### config.mk
export PLATFORM = sky130hd
export DESIGN_NAME = single_half_float_convert
export DESIGN_NICKNAME = d
export VERILOG_FILES = /design/src/rtl/shfc_pkg.sv /design/src/rtl/shfc_s2h.sv /design/src/rtl/shfc_h2s.sv /design/src/rtl/single_half_float_convert.sv
export VERILOG_INCLUDE_DIRS = /design/src /design/src/rtl
export SDC_FILE = /design/constraint.sdc
export NUM_CORES = 1
export LEC_CHECK = 0
export ABC_CLOCK_PERIOD_IN_PS = 7890
export BUFFER_PORTS_ARGS = -buffer_cell sky130_fd_sc_hd__buf_2
export CORE_MARGIN = 2
export CORE_UTILIZATION = 40
export CTS_CLUSTER_SIZE = 12
export DETAILED_ROUTE_END_ITERATION = 10
export SETUP_SLACK_MARGIN = 0.3
export SYNTH_ARGS = -nofsm -noshare
export SYNTH_HDL_FRONTEND = slang
export SYNTH_SLANG_ARGS = --single-unit
### constraint.sdc
create_clock -name i_clk -period 7.89 [get_ports i_clk]
set_input_delay 1.1835 -clock i_clk [delete_from_list [all_inputs] [get_ports i_clk]]
set_output_delay 1.1835 -clock i_clk [all_outputs]
set_load 0.02 [all_outputs]
### src/rtl/single_half_float_convert_defines.svh
// assertion macros for the converter rtl
`ifndef SINGLE_HALF_FLOAT_CONVERT_DEFINES_SVH
`define SINGLE_HALF_FLOAT_CONVERT_DEFINES_SVH

// implication checked on every clock edge outside reset
`define SHFC_ASSERT(label, clk, rst_n, prop, msg) \
    label: assert property (@(posedge clk) disable iff (!rst_n) (prop)) else $error(msg);

// implication checked on every clock edge, reset included
`define SHFC_ASSERT_ALWAYS(label, clk, prop, msg) \
    label: assert property (@(posedge clk) (prop)) else $error(msg);

`endif

### src/rtl/shfc_pkg.sv
// ----------------------------------------------------------------------------
// shfc_pkg
// shared types and constants for the single/half float converter
// ----------------------------------------------------------------------------
`timescale 1ns / 1ps

package shfc_pkg;

    localparam int unsigned VALUE_W = 32;

    typedef enum logic {
        KIND_S2H = 1'b0,
        KIND_H2S = 1'b1
    } t_kind;

    typedef struct packed {
        t_kind              kind;
        logic [VALUE_W-1:0] value;
    } t_item;

    localparam logic [15:0] HALF_INF  = 16'h7C00;
    localparam logic [15:0] HALF_QNAN = 16'h7E00;
    localparam logic [31:0] SGL_INF   = 32'h7F80_0000;
    localparam logic [31:0] SGL_QUIET = 32'h0040_0000;

endpackage

### src/rtl/shfc_s2h.sv
// ----------------------------------------------------------------------------
// shfc_s2h
// single precision to half precision, combinational
// ----------------------------------------------------------------------------
`timescale 1ns / 1ps

module shfc_s2h (
    input  logic [31:0] i_value,
    output logic [15:0] o_half
);
    import shfc_pkg::*;

    logic        sgn;
    logic [7:0]  be;
    logic [22:0] man;
    logic [23:0] man_rnd;
    logic [5:0]  eb;
    logic [3:0]  sh;
    logic [23:0] msub;
    logic [24:0] msum;
    logic [14:0] mag;

    always_comb begin
        sgn     = i_value[31];
        be      = i_value[30:23];
        man     = i_value[22:0];
        man_rnd = {1'b0, man} + 24'h1000;
        // rebias 127 -> 15, plus carry from rounding
        eb      = 6'(be - 8'd112) + {5'd0, man_rnd[23]};
        sh      = 4'(8'd113 - be);
        msub    = {1'b1, man} >> sh;
        msum    = {1'b0, msub} + 25'h1000;
        mag     = '0;
        if (be > 8'd142) begin
            mag = (be == 8'hFF && man != '0) ? HALF_QNAN[14:0] : HALF_INF[14:0];
        end else if (be > 8'd113) begin
            if (eb >= 6'd31) begin
                mag = HALF_INF[14:0];
            end else begin
                mag = {eb[4:0], (man_rnd[23] ? 10'd0 : man_rnd[22:13])};
            end
        end else if (be >= 8'd102) begin
            // rounding carry may reach the exponent field
            mag = {3'd0, msum[24:13]};
        end
        o_half = {sgn, mag};
    end

endmodule

### src/rtl/shfc_h2s.sv
// ----------------------------------------------------------------------------
// shfc_h2s
// half precision to single precision, combinational
// ----------------------------------------------------------------------------
`timescale 1ns / 1ps

module shfc_h2s (
    input  logic [15:0] i_half,
    output logic [31:0] o_single
);
    import shfc_pkg::*;

    logic [4:0] e;
    logic [9:0] man;
    logic [3:0] lz;
    logic [9:0] norm;

    always_comb begin
        e   = i_half[14:10];
        man = i_half[9:0];
        // leading zero count for subnormal normalization
        lz  = 4'd10;
        for (int i = 0; i < 10; i++) begin
            if (man[i]) lz = 4'(9 - i);
        end
        norm = 10'(man << (lz + 4'd1));
        o_single = {i_half[15], 31'd0};
        if (e == 5'h1F) begin
            o_single = o_single | SGL_INF;
            if (man != '0) o_single = o_single | {9'd0, man, 13'd0} | SGL_QUIET;
        end else if (e == 5'd0) begin
            if (man != '0) o_single[30:0] = {8'(8'd113 - 8'(lz) - 8'd1), norm, 13'd0};
        end else begin
            o_single[30:0] = {8'({3'd0, e} + 8'd112), man, 13'd0};
        end
    end

endmodule

### src/rtl/single_half_float_convert.sv
// ----------------------------------------------------------------------------
// single_half_float_convert
// ieee single <-> half bit pattern converter with stream handshakes
// ----------------------------------------------------------------------------
// usage:
//   slave channel: s_axis_tdata = value, s_axis_tuser = kind
//     (0 single to half, 1 half to single, half input in tdata[15:0])
//   master channel: m_axis_tdata = converted (half result in low 16 bits)
//   pipeline: input register, combinational converter, result register
//   throughput: one transaction per cycle while the receiver takes results;
//     the result stage advances whenever the result slot frees up, and the
//     input stage advances when it is empty or the result stage advances
//   stall: when m_axis_tready is low the pipeline holds and s_axis_tready
//     drops only when both stages are full and the receiver is stalled
//   reset: i_rst_n synchronous active low empties both stages
// ----------------------------------------------------------------------------
`timescale 1ns / 1ps

`include "single_half_float_convert_defines.svh"

module single_half_float_convert (
    input  logic        i_clk,
    input  logic        i_rst_n,
    input  logic        s_axis_tvalid,
    output logic        s_axis_tready,
    input  logic [31:0] s_axis_tdata,   // [31:0] value
    input  logic        s_axis_tuser,   // [0] kind
    output logic        m_axis_tvalid,
    input  logic        m_axis_tready,
    output logic [31:0] m_axis_tdata    // [31:0] converted
);
    import shfc_pkg::*;

    logic        r_in_vld, r_out_vld;
    t_item       r_in;
    logic [31:0] r_out;
    logic [15:0] half_res;
    logic [31:0] sgl_res;
    logic        out_adv, in_adv;

    // input stage converter
    shfc_s2h u_s2h (.i_value(r_in.value), .o_half(half_res));
    shfc_h2s u_h2s (.i_half(r_in.value[15:0]), .o_single(sgl_res));

    // result slot frees when empty or being taken
    assign out_adv       = !r_out_vld || m_axis_tready;
    assign in_adv        = !r_in_vld || out_adv;
    assign s_axis_tready = in_adv;
    assign m_axis_tvalid = r_out_vld;
    assign m_axis_tdata  = r_out;

    always_ff @(posedge i_clk) begin
        if (!i_rst_n) begin
            r_in_vld  <= 1'b0;
            r_out_vld <= 1'b0;
        end else begin
            if (in_adv) r_in_vld <= s_axis_tvalid;
            if (out_adv) r_out_vld <= r_in_vld;
        end
    end

    always_ff @(posedge i_clk) begin
        if (in_adv) r_in <= '{kind: t_kind'(s_axis_tuser), value: s_axis_tdata};
        if (out_adv && r_in_vld)
            r_out <= (r_in.kind == KIND_H2S) ? sgl_res : {16'd0, half_res};
    end

    `SHFC_ASSERT(a_hold_out, i_clk, i_rst_n, r_out_vld && !m_axis_tready |=> r_out_vld && $stable(r_out), "result lost under stall")
    `SHFC_ASSERT(a_ready, i_clk, i_rst_n, !s_axis_tready |-> r_in_vld && r_out_vld, "ready low with room")
    `SHFC_ASSERT(a_half_upper, i_clk, i_rst_n, r_out_vld && $past(out_adv && r_in_vld && r_in.kind == KIND_S2H) |-> r_out[31:16] == 16'd0, "half result upper bits set")

endmodule

After elaboration in Yosys (flattened, before gate mapping)
Index checks and enable logic that the tools add are counted.
{"block": "word_totals", "regBits": 67, "inputBits": 37, "out_inout_bits": 34, "word_cells": 55}
{"block": "classes", "addsub": 9, "order_cmp": 4, "n_eq_ne": 2, "n_shift": 2, "mux": 22, "bitwise_logic": 1, "reduce_logical": 9}
{"operator": "2-to-1 mux 31 bit", "count": 3}
{"operator": "2-to-1 mux 15 bit", "count": 3}
{"operator": "2-to-1 mux 4 bit", "count": 9}
{"operator": "2-to-1 mux 32 bit", "count": 1}
{"operator": "bitwise OR 32 x 23 -> 32 bit", "count": 1}
{"operator": "adder 24 x 13 -> 25 bit (second input constant)", "count": 1}
{"operator": "adder 23 x 13 -> 24 bit (second input constant)", "count": 1}
{"operator": "right shift 24 x 4 -> 24 bit", "count": 1}
{"operator": "nonzero test 23 bit", "count": 1}
{"operator": "2-to-1 mux 10 bit", "count": 2}
{"operator": "2-to-1 mux 16 bit", "count": 1}
{"operator": "2-to-1 mux 12 bit", "count": 1}
{"operator": "nonzero test 10 bit", "count": 1}
{"operator": "left shift 10 x 4 -> 10 bit", "count": 1}
{"operator": "adder 5 x 7 -> 8 bit (second input constant)", "count": 1}
{"operator": "equality test 8 bit (second input constant)", "count": 1}
{"operator": ">= comparator 8 x 7 -> 1 bit (second input constant)", "count": 1}
{"operator": "greater-than comparator 8 x 7 -> 1 bit (second input constant)", "count": 1}
{"operator": "greater-than comparator 8 bit (second input constant)", "count": 1}
{"operator": "subtractor 7 x 4 -> 8 bit (first input constant)", "count": 1}
{"operator": "subtractor 8 x 1 -> 8 bit (second input constant)", "count": 1}
{"operator": "adder 6 x 1 -> 6 bit", "count": 1}
{"operator": ">= comparator 6 x 5 -> 1 bit (second input constant)", "count": 1}
{"operator": "subtractor 6 bit (second input constant)", "count": 1}
{"operator": "other kinds (9)", "count": 12}

Depth between registers and ports, before layout
Gate-level depths: netlist of run 1.
{"block": "logic_depth", "ltp_word": 16, "ltp_mapped": 13, "mapped_depth_nobuf": 12}

By module
From an unflattened synthesis of run 1, not the netlist that was laid out.
{"block": "hier_totals", "hier_cells": 490, "area_unflattened_um2": 5044.8}
{"mod": "single_half_float_convert", "n_inst": 1, "cells_per_inst": 108, "area_each_um2": 2338.5, "seq_area_each_um2": 1991.9}
{"mod": "shfc_s2h", "n_inst": 1, "cells_per_inst": 233, "area_each_um2": 1679.1, "seq_area_each_um2": 0.0}
{"mod": "shfc_h2s", "n_inst": 1, "cells_per_inst": 149, "area_each_um2": 1027.2, "seq_area_each_um2": 0.0}

Worst setup path after synthesis of run 1
OpenSTA, ideal clock, no wires.
{"block": "synth_path", "path_kind": "input to output", "start": "input m_axis_tready", "end": "output s_axis_tready", "arrival_ps": 2087, "required_ps": 6707, "setup_slack_ps": 4620, "stages": 2, "path_buffers": 0, "cell_sequence": "nor2b_1 nand2_1"}
{"block": "synth_between", "elab_chain_cells": 2}
{"item": "start: declaration", "line_no": "single_half_float_convert.sv:29", "source": "input logic m_axis_tready,"}
{"item": "logical OR 1 bit", "line_no": "single_half_float_convert.sv:46", "source": "assign out_adv = !r_out_vld || m_axis_tready;"}
{"item": "logical OR 1 bit", "line_no": "single_half_float_convert.sv:47", "source": "assign in_adv = !r_in_vld || out_adv;"}
{"item": "end: declaration", "line_no": "single_half_float_convert.sv:25", "source": "output logic s_axis_tready,"}
Every way passes these cells.

Worst setup path in the final report of run 1
{"block": "layout_path", "start": "register r_in[24] (netlist bit)", "end": "register r_out[7], in the netlist m_axis_tdata[7] (data pin)"}
{"block": "layout_between", "elab_chain_cells": 7, "word_cells_on_any_way": 14, "classes_between": "4 x add/sub; 4 x order compare; 1 x shift; 5 x mux"}
{"item": "start: declaration", "line_no": "single_half_float_convert.sv:35", "source": "t_item r_in;"}
{"item": "start signal: assignment", "line_no": "single_half_float_convert.sv:63", "source": "if (in_adv) r_in <= '{kind: t_kind'(s_axis_tuser), value: s_axis_tdata};"}
{"item": "subtractor 1 x 4 -> 4 bit or subtractor 6 bit (tied branches)", "line_no": "shfc_s2h.sv:30, shfc_s2h.sv:29"}
{"item": "right shift 24 x 4 -> 24 bit or adder 6 x 1 -> 6 bit (tied branches)", "line_no": "shfc_s2h.sv:31, shfc_s2h.sv:29"}
{"item": "adder 24 x 13 -> 25 bit or >= comparator 6 x 5 -> 1 bit (tied branches)", "line_no": "shfc_s2h.sv:32, shfc_s2h.sv:37"}
{"item": "2-to-1 mux 12 bit or 2-to-1 mux 15 bit (tied branches)", "line_no": "shfc_s2h.sv:42, shfc_s2h.sv:37"}
{"item": "2-to-1 mux 15 bit", "line_no": "shfc_s2h.sv:36", "source": "end else if (be > 8'd113) begin"}
{"item": "2-to-1 mux 15 bit *", "line_no": "shfc_s2h.sv:34", "source": "if (be > 8'd142) begin"}
{"item": "2-to-1 mux 16 bit *", "line_no": "single_half_float_convert.sv:65", "source": "r_out <= (r_in.kind == KIND_H2S) ? sgl_res : {16'd0, half_res};"}
{"item": "end signal: assignment", "line_no": "single_half_float_convert.sv:65"}
{"item": "end: declaration", "line_no": "single_half_float_convert.sv:36", "source": "logic [31:0] r_out;"}
Every way passes the cells marked *; elsewhere a longest branch is shown, timed or not.
A chain may end at the register's enable or synchronous reset.

==> impl_metrics.tcl, run 1 <==
set metrics [dict create \
    hold_viol 0 \
    die_height_microns 108 \
    clkTransAtPathRegs_ps 80 \
    vdd_drop_max_mv 0.151 \
    timing.final.crit_period_ps 3540 \
    crit_buf_inv 1 \
    worst_path_most_repeated_cell "ha_1" \
    gp_congestion 0.939 \
    powerDensity_nw_per_um2 184 \
    power.leakage_nw 1.85 \
    setup_viol 0 \
    synth.yosys.warnings 0 \
    worst_pin_slew_ps 972 \
    port_buffers 70 \
    cts_buffers 9 \
    syn2layout_area_growth_pct 13.5 \
    grt_setup_unrepaired "no" \
    antenna_found_initial 0 \
    cp_data_required_time_ps 7980 \
    first_pass_iters 5 \
    synth_seq_area_share_pct 45.8 \
    track_usage_pct 18.1 \
    crit_family "simple AND/OR/NAND/NOR gates" \
    cts_setup_buffers 0 \
    finalPower_w 0.000897 \
    drive_above_1_share_pct 24.7 \
    synth_edf_count 64 \
    crit_type "flop to flop" \
    cts.sinks 66 \
    relSlewSlack_pct 34.7 \
    grt_max_degree 35 \
    ctsHoldBuffers 0 \
    initial_core_util_pct 41.3 \
    core-area_sq_um 10400 \
    ys_seq_elements 66 \
    die-area_sq_um 11600 \
    maxCapViolCount 0 \
    hpwl_mm 7.44 \
    post_drt_via_cell_ratio 5.53 \
    ys_types 76 \
    worstSetupEndpointType "flop" \
    hold_class "flop to flop" \
    slew_violations 0 \
    detail_route.wl_per_cell_microns 16.8 \
    cp_slowest_cell "edfxtp_1" \
    fin_util_pct 46.9 \
    root_buffer "clkbuf_8" \
    run_status "finished, final reports clean" \
    avgSynthCellArea_sq_um 10.8 \
    syn_inst 398 \
    clockBufferDepth 2 \
    htree_levels 3 \
    pin_count 71 \
    startpoint_type "flop" \
    path_cells "inv_1 -> ha_1 -> nor2_1 -> a22oi_1 -> and2_1 -> or3_1 -> ha_1 -> and4b_1 -> nand3b_1 -> xor2_1 -> o32ai_1" \
    rows 37 \
    async_reset_ff_share_pct 0 \
    die_w_microns 108 \
    synth.cell_area_sq_um 4290 \
    clk_latency_ps 350 \
    nets 502 \
    crit_fanout 18 \
    drcViolationCount 0 \
    ys.flop_type "edfxtp_1" \
    finalCritPeriodShare_pct 44.8 \
    clock.fmax_mhz 283 \
    wl_mm 10.0 \
    nFillCells 967 \
    initialDrtViolationCount 250 \
    grt_first_pass_wirelength_mm 16.0 \
    fin_setup_tns_ps 0 \
    grt_overflow_total 0 \
    skew_ps 10.7 \
    syn_nets 444 \
    dr_total_vias 3303 \
    diodes 0 \
    crit_arrival_ps 3630 \
    ant_nets 0 \
    cts_tree "yes" \
    cpPeakStageDelay_ps 740 \
    grt_pass1_vias 3024 \
    cts_resized 0 \
]
[cell type report]
type | count | area (sq um) | share of cell area (%)
clock inverters | 7 | 85.1 | 1.75
repair buffers | 72 | 365 | 7.51
multi-input cells | 297 | 2120 | 43.6
flip-flops and latches | 66 | 1960 | 40.3
inverters | 10 | 37.5 | 0.772
clock buffers | 9 | 124 | 2.55
well taps | 136 | 170 | 3.50
[worst paths after layout]
path	to	start	cells past startpoint	slack [ps]
max	m_axis_tdata[7]	r_in[24]	11	4350
min	m_axis_tvalid	r_in_vld	1	520
max reg2reg	m_axis_tdata[7]	r_in[24]	11	4350
min reg2reg	m_axis_tvalid	r_in_vld	1	520
[cell usage in the layout, fill, tap and decap left out, drive strengths merged, types with 4 or more instances in the layout]
cell and count:
a21oi 25, mux4 5, buf 72, o31ai 5, a22oi 5, o21a 4, mux2i 15, nand2 37
nand2b 6, nor2 22, nor4 4, o22ai 6, inv 14, nand3 16, nor2b 14, ha 9
a31oi 10, nor3 11, and3 7, xnor2 11, xor2 15, or3 4, edfxtp 64, o21ai 13
and2 6, clkbuf 9
[cell usage after synthesis, types with 3 or more instances]
cell type	n	share of area, %
a21oi_1	24	2.8
a22oi_1	5	0.88
a31oi_1	9	1.3
a32oi_1	3	0.61
and2_1	5	0.73
and3_1	7	1.0
buf_4	5	0.88
buf_6	4	1.1
clkbuf_1	12	1.1
edfxtp_1	64	45
ha_1	9	2.6
inv_1	9	0.79
mux2i_1	15	3.5
mux4_2	5	2.6
nand2_1	36	3.2
nand2b_1	6	0.88
nand3_1	16	1.9
nand4b_1	3	0.61
nor2_1	21	1.8
nor2b_1	14	2.0
nor3_1	11	1.3
nor4_1	3	0.44
o21a_1	4	0.70
o21ai_0	13	1.5
o22ai_1	6	0.88
o2bb2ai_1	3	0.61
o31ai_2	3	0.88
or3_1	4	0.58
xnor2_1	10	2.0
xor2_1	14	2.9
[flip-flops by register name (all words and copies together), names as in the netlist]
register and count:
r_in_vld 1, m_axis_tdata 31, r_in 33, m_axis_tvalid 1
[cells by family (layout without fill, tap and decap cells)]
group,after synthesis,count (layout),synth area share [%]
AOI/OAI and AO/OA,95,95,16.1
muxes,22,22,6.74
and+or+nand+nor,145,145,18.3
buffers and inverters,35,98,4.79
xor gates and xnor gates,26,26,5.66
adders and majority gates,9,9,2.63
DFF,66,66,45.8
[metal layers]
metal	GRT usage [%]	wire, microns	up-vias
met5	0	0	-
met2	26.6	4300	126
met4	6.41	159	0
li1	-	-	1625
met3	3.45	549	16
met1	26.7	5000	1536
[per-stage QoR]
step           std cells  setup slack [ps]  hold WS, ps  instance area, sq um
2_1_floorplan        398              4620          477                  4290
3_5_place_dp         581              4430          504                  4660
3_3_place_gp         581              4520          492                  4660
5_1_grt              597              4110          556                  4860
4_1_cts              597              4400          528                  4860
6_report             597              4350          519                  4860
[report_power, final]
part	switching, W	leakage (nW)	internal [W]
Clock	0.000142	0.107	0.000152
Combinational	0.0000976	1.09	0.0000690
Sequential	0.0000287	0.654	0.000407
Total	0.000268	1.85	0.000628
(Power assumes the default switching activity.)
==> inputs of run 2 (changes only) <==
- ABC_CLOCK_PERIOD_IN_PS: 7890 -> 3100
- clock period: 7.89 -> 3.1 ns (I/O delays scaled with it)
==> run 2 against run 1 <==
Compared with the run above: setup slack worse by 3900 ps; power grew to 2.7 times the previous value; sequential power is 150% higher; critical path depth is 1 lower; count of clock-buffer cells in the layout is 1 higher; cell count up 6.9%; sequential share of layout area fell by 3.2 points; wire length rose by 6.1%; die area did not move; via count is 5.7% higher; first-iteration DRC count decreased by 8.4%; critical path type unchanged; critical endpoint is now m_axis_tdata[18]; highest routed layer unchanged.
==> impl_metrics.tcl, run 2 (synthesis gave the netlist of run 1 again) <==
set metrics [dict create \
    diodes 0 \
    clk_latency_ps 350 \
    gp_congestion 0.956 \
    clkTransAtPathRegs_ps 80 \
    skew_ps 16.3 \
    hold_viol 0 \
    clockBufferDepth 2 \
    grt_pass1_vias 3256 \
    p_comb_share_pct 22.5 \
    drive_above_1_share_pct 34.3 \
    multiInputGateArea_sq_um 2230 \
    nFillCells 967 \
    grt_max_degree 34 \
    cts.sinks 66 \
    setup_viol 0 \
    maxCapViolCount 0 \
    switching_share_pct 29.7 \
    worstSetupEndpointType "flop" \
    ant_nets 0 \
    track_usage_pct 18.8 \
    hpwl_mm 7.79 \
    pin_count 71 \
    crit_fanout 8 \
    crit_arrival_ps 2880 \
    powerDensity_nw_per_um2 450 \
    detail_route.wl_per_cell_microns 16.6 \
    die-area_sq_um 11600 \
    cts_tree "yes" \
    cp_data_required_time_ps 3280 \
    syn2layout_area_growth_pct 23.3 \
    power.leakage_nw 2.05 \
    mostFrequentLayoutCells "buf_2, edfxtp_1, buf_4, nand2_1, a21oi_1" \
    finalCritPeriodShare_pct 86.9 \
    root_buffer "clkbuf_8" \
    die_height_microns 108 \
    place_ws_ps 137 \
    die_w_microns 108 \
    initialDrtViolationCount 229 \
    post_drt_via_cell_ratio 5.47 \
    grt_setup_unrepaired "yes" \
    final_common_cell "buf_2" \
    grt_overflow_total 0 \
    worst_pin_slew_ps 841 \
    r2r_slack_ps 410 \
    setup_ws_ps 407 \
    htree_levels 3 \
    dr_total_vias 3490 \
    cts_buffers 9 \
    wl_mm 10.6 \
    fin_setup_tns_ps 0 \
    crit_type "flop to flop" \
    clock.fmax_mhz 371 \
    startpoint_type "flop" \
    antenna_found_initial 0 \
    rows 37 \
    relSlewSlack_pct 43.9 \
    port_buffers 70 \
    drcViolationCount 0 \
    seq_area_sq_um 1960 \
    initial_core_util_pct 41.3 \
    p_clk_share_pct 32.2 \
    nets 543 \
    hold_class "input port to flop" \
    first_pass_iters 5 \
    slew_violations 0 \
    p_seq_share_pct 45.3 \
    regMostFlops "r_in" \
    core-area_sq_um 10400 \
    grt_first_pass_wirelength_mm 16.8 \
    timing.final.crit_period_ps 2690 \
    run_status "finished, final reports clean" \
    vdd_drop_max_mv 0.305 \
    largest_reg_flops 33 \
    p_int_w 0.00167 \
    p_switching_w 0.000706 \
]
==> run 2: area by class of cell <==
type / count / share of cell area (%)
multi-input cells: 297 / 42.2
repair buffers: 113 / 12.8
clock buffers: 10 / 2.60
inverters: 10 / 0.710
well taps: 136 / 3.22
flip-flops and latches: 66 / 37.1
clock inverters: 6 / 1.35
==> run 2: timing repair <==
action                                  CTS  global route
gates cloned                              0             0
endpoints found under the setup margin    7            21
hold buffers                              0             0
gates resized for setup                   3            16
setup buffers                             1            16
pin swaps                                 0             7
==> run 2: critical path: stages, from the launching register on <==
cell      delay, ps
edfxtp_1        440
buf_4           180
o21bai_1        160
a21oi_1         140
o31ai_4         350
inv_2           110
ha_2            220
xnor2_2         260
buf_6           180
mux2_4          310
o31ai_2         170
==> run 2: final timing paths <==
kind,startpoint,end,cells after the start
hold reg to reg,r_in_vld,m_axis_tvalid,1
setup / recovery,r_in[2],m_axis_tdata[18],10
hold / removal,s_axis_tdata[2],r_in[2],1
setup reg to reg,r_in[2],m_axis_tdata[18],10
==> run 2: through the flow <==
stage	hold slack, ps	util (%)	cell area, sq um	total power [W]	instances
after detailed placement	523	46.9	4870	0.00158	605
after CTS	270	49.1	5100	0.00235	622
after floorplan	477	-	4330	0.00144	398
final	281	51.0	5280	0.00238	638
after global placement	494	46.9	4870	0.00158	605
after global routing	260	51.0	5280	0.00248	638
==> run 2: power by group through the flow <==
stage | Combinational [W] | Clock [W] | Sequential (W)
after floorplan | 0.000334 | 0 | 0.00111
after global placement | 0.000482 | 0 | 0.00110
after detailed placement | 0.000485 | 0 | 0.00110
after CTS | 0.000491 | 0.000779 | 0.00108
after global routing | 0.000583 | 0.000819 | 0.00108
final | 0.000535 | 0.000765 | 0.00108
==> run 2: layer usage <==
layer | vias to the layer above | global-route usage [%] | wire length (microns)
li1 | 1715 | - | -
met1 | 1629 | 27.4 | 5060
met2 | 135 | 28.6 | 4750
met3 | 11 | 3.03 | 667
met4 | 0 | 5.86 | 133
met5 | - | 0 | 0
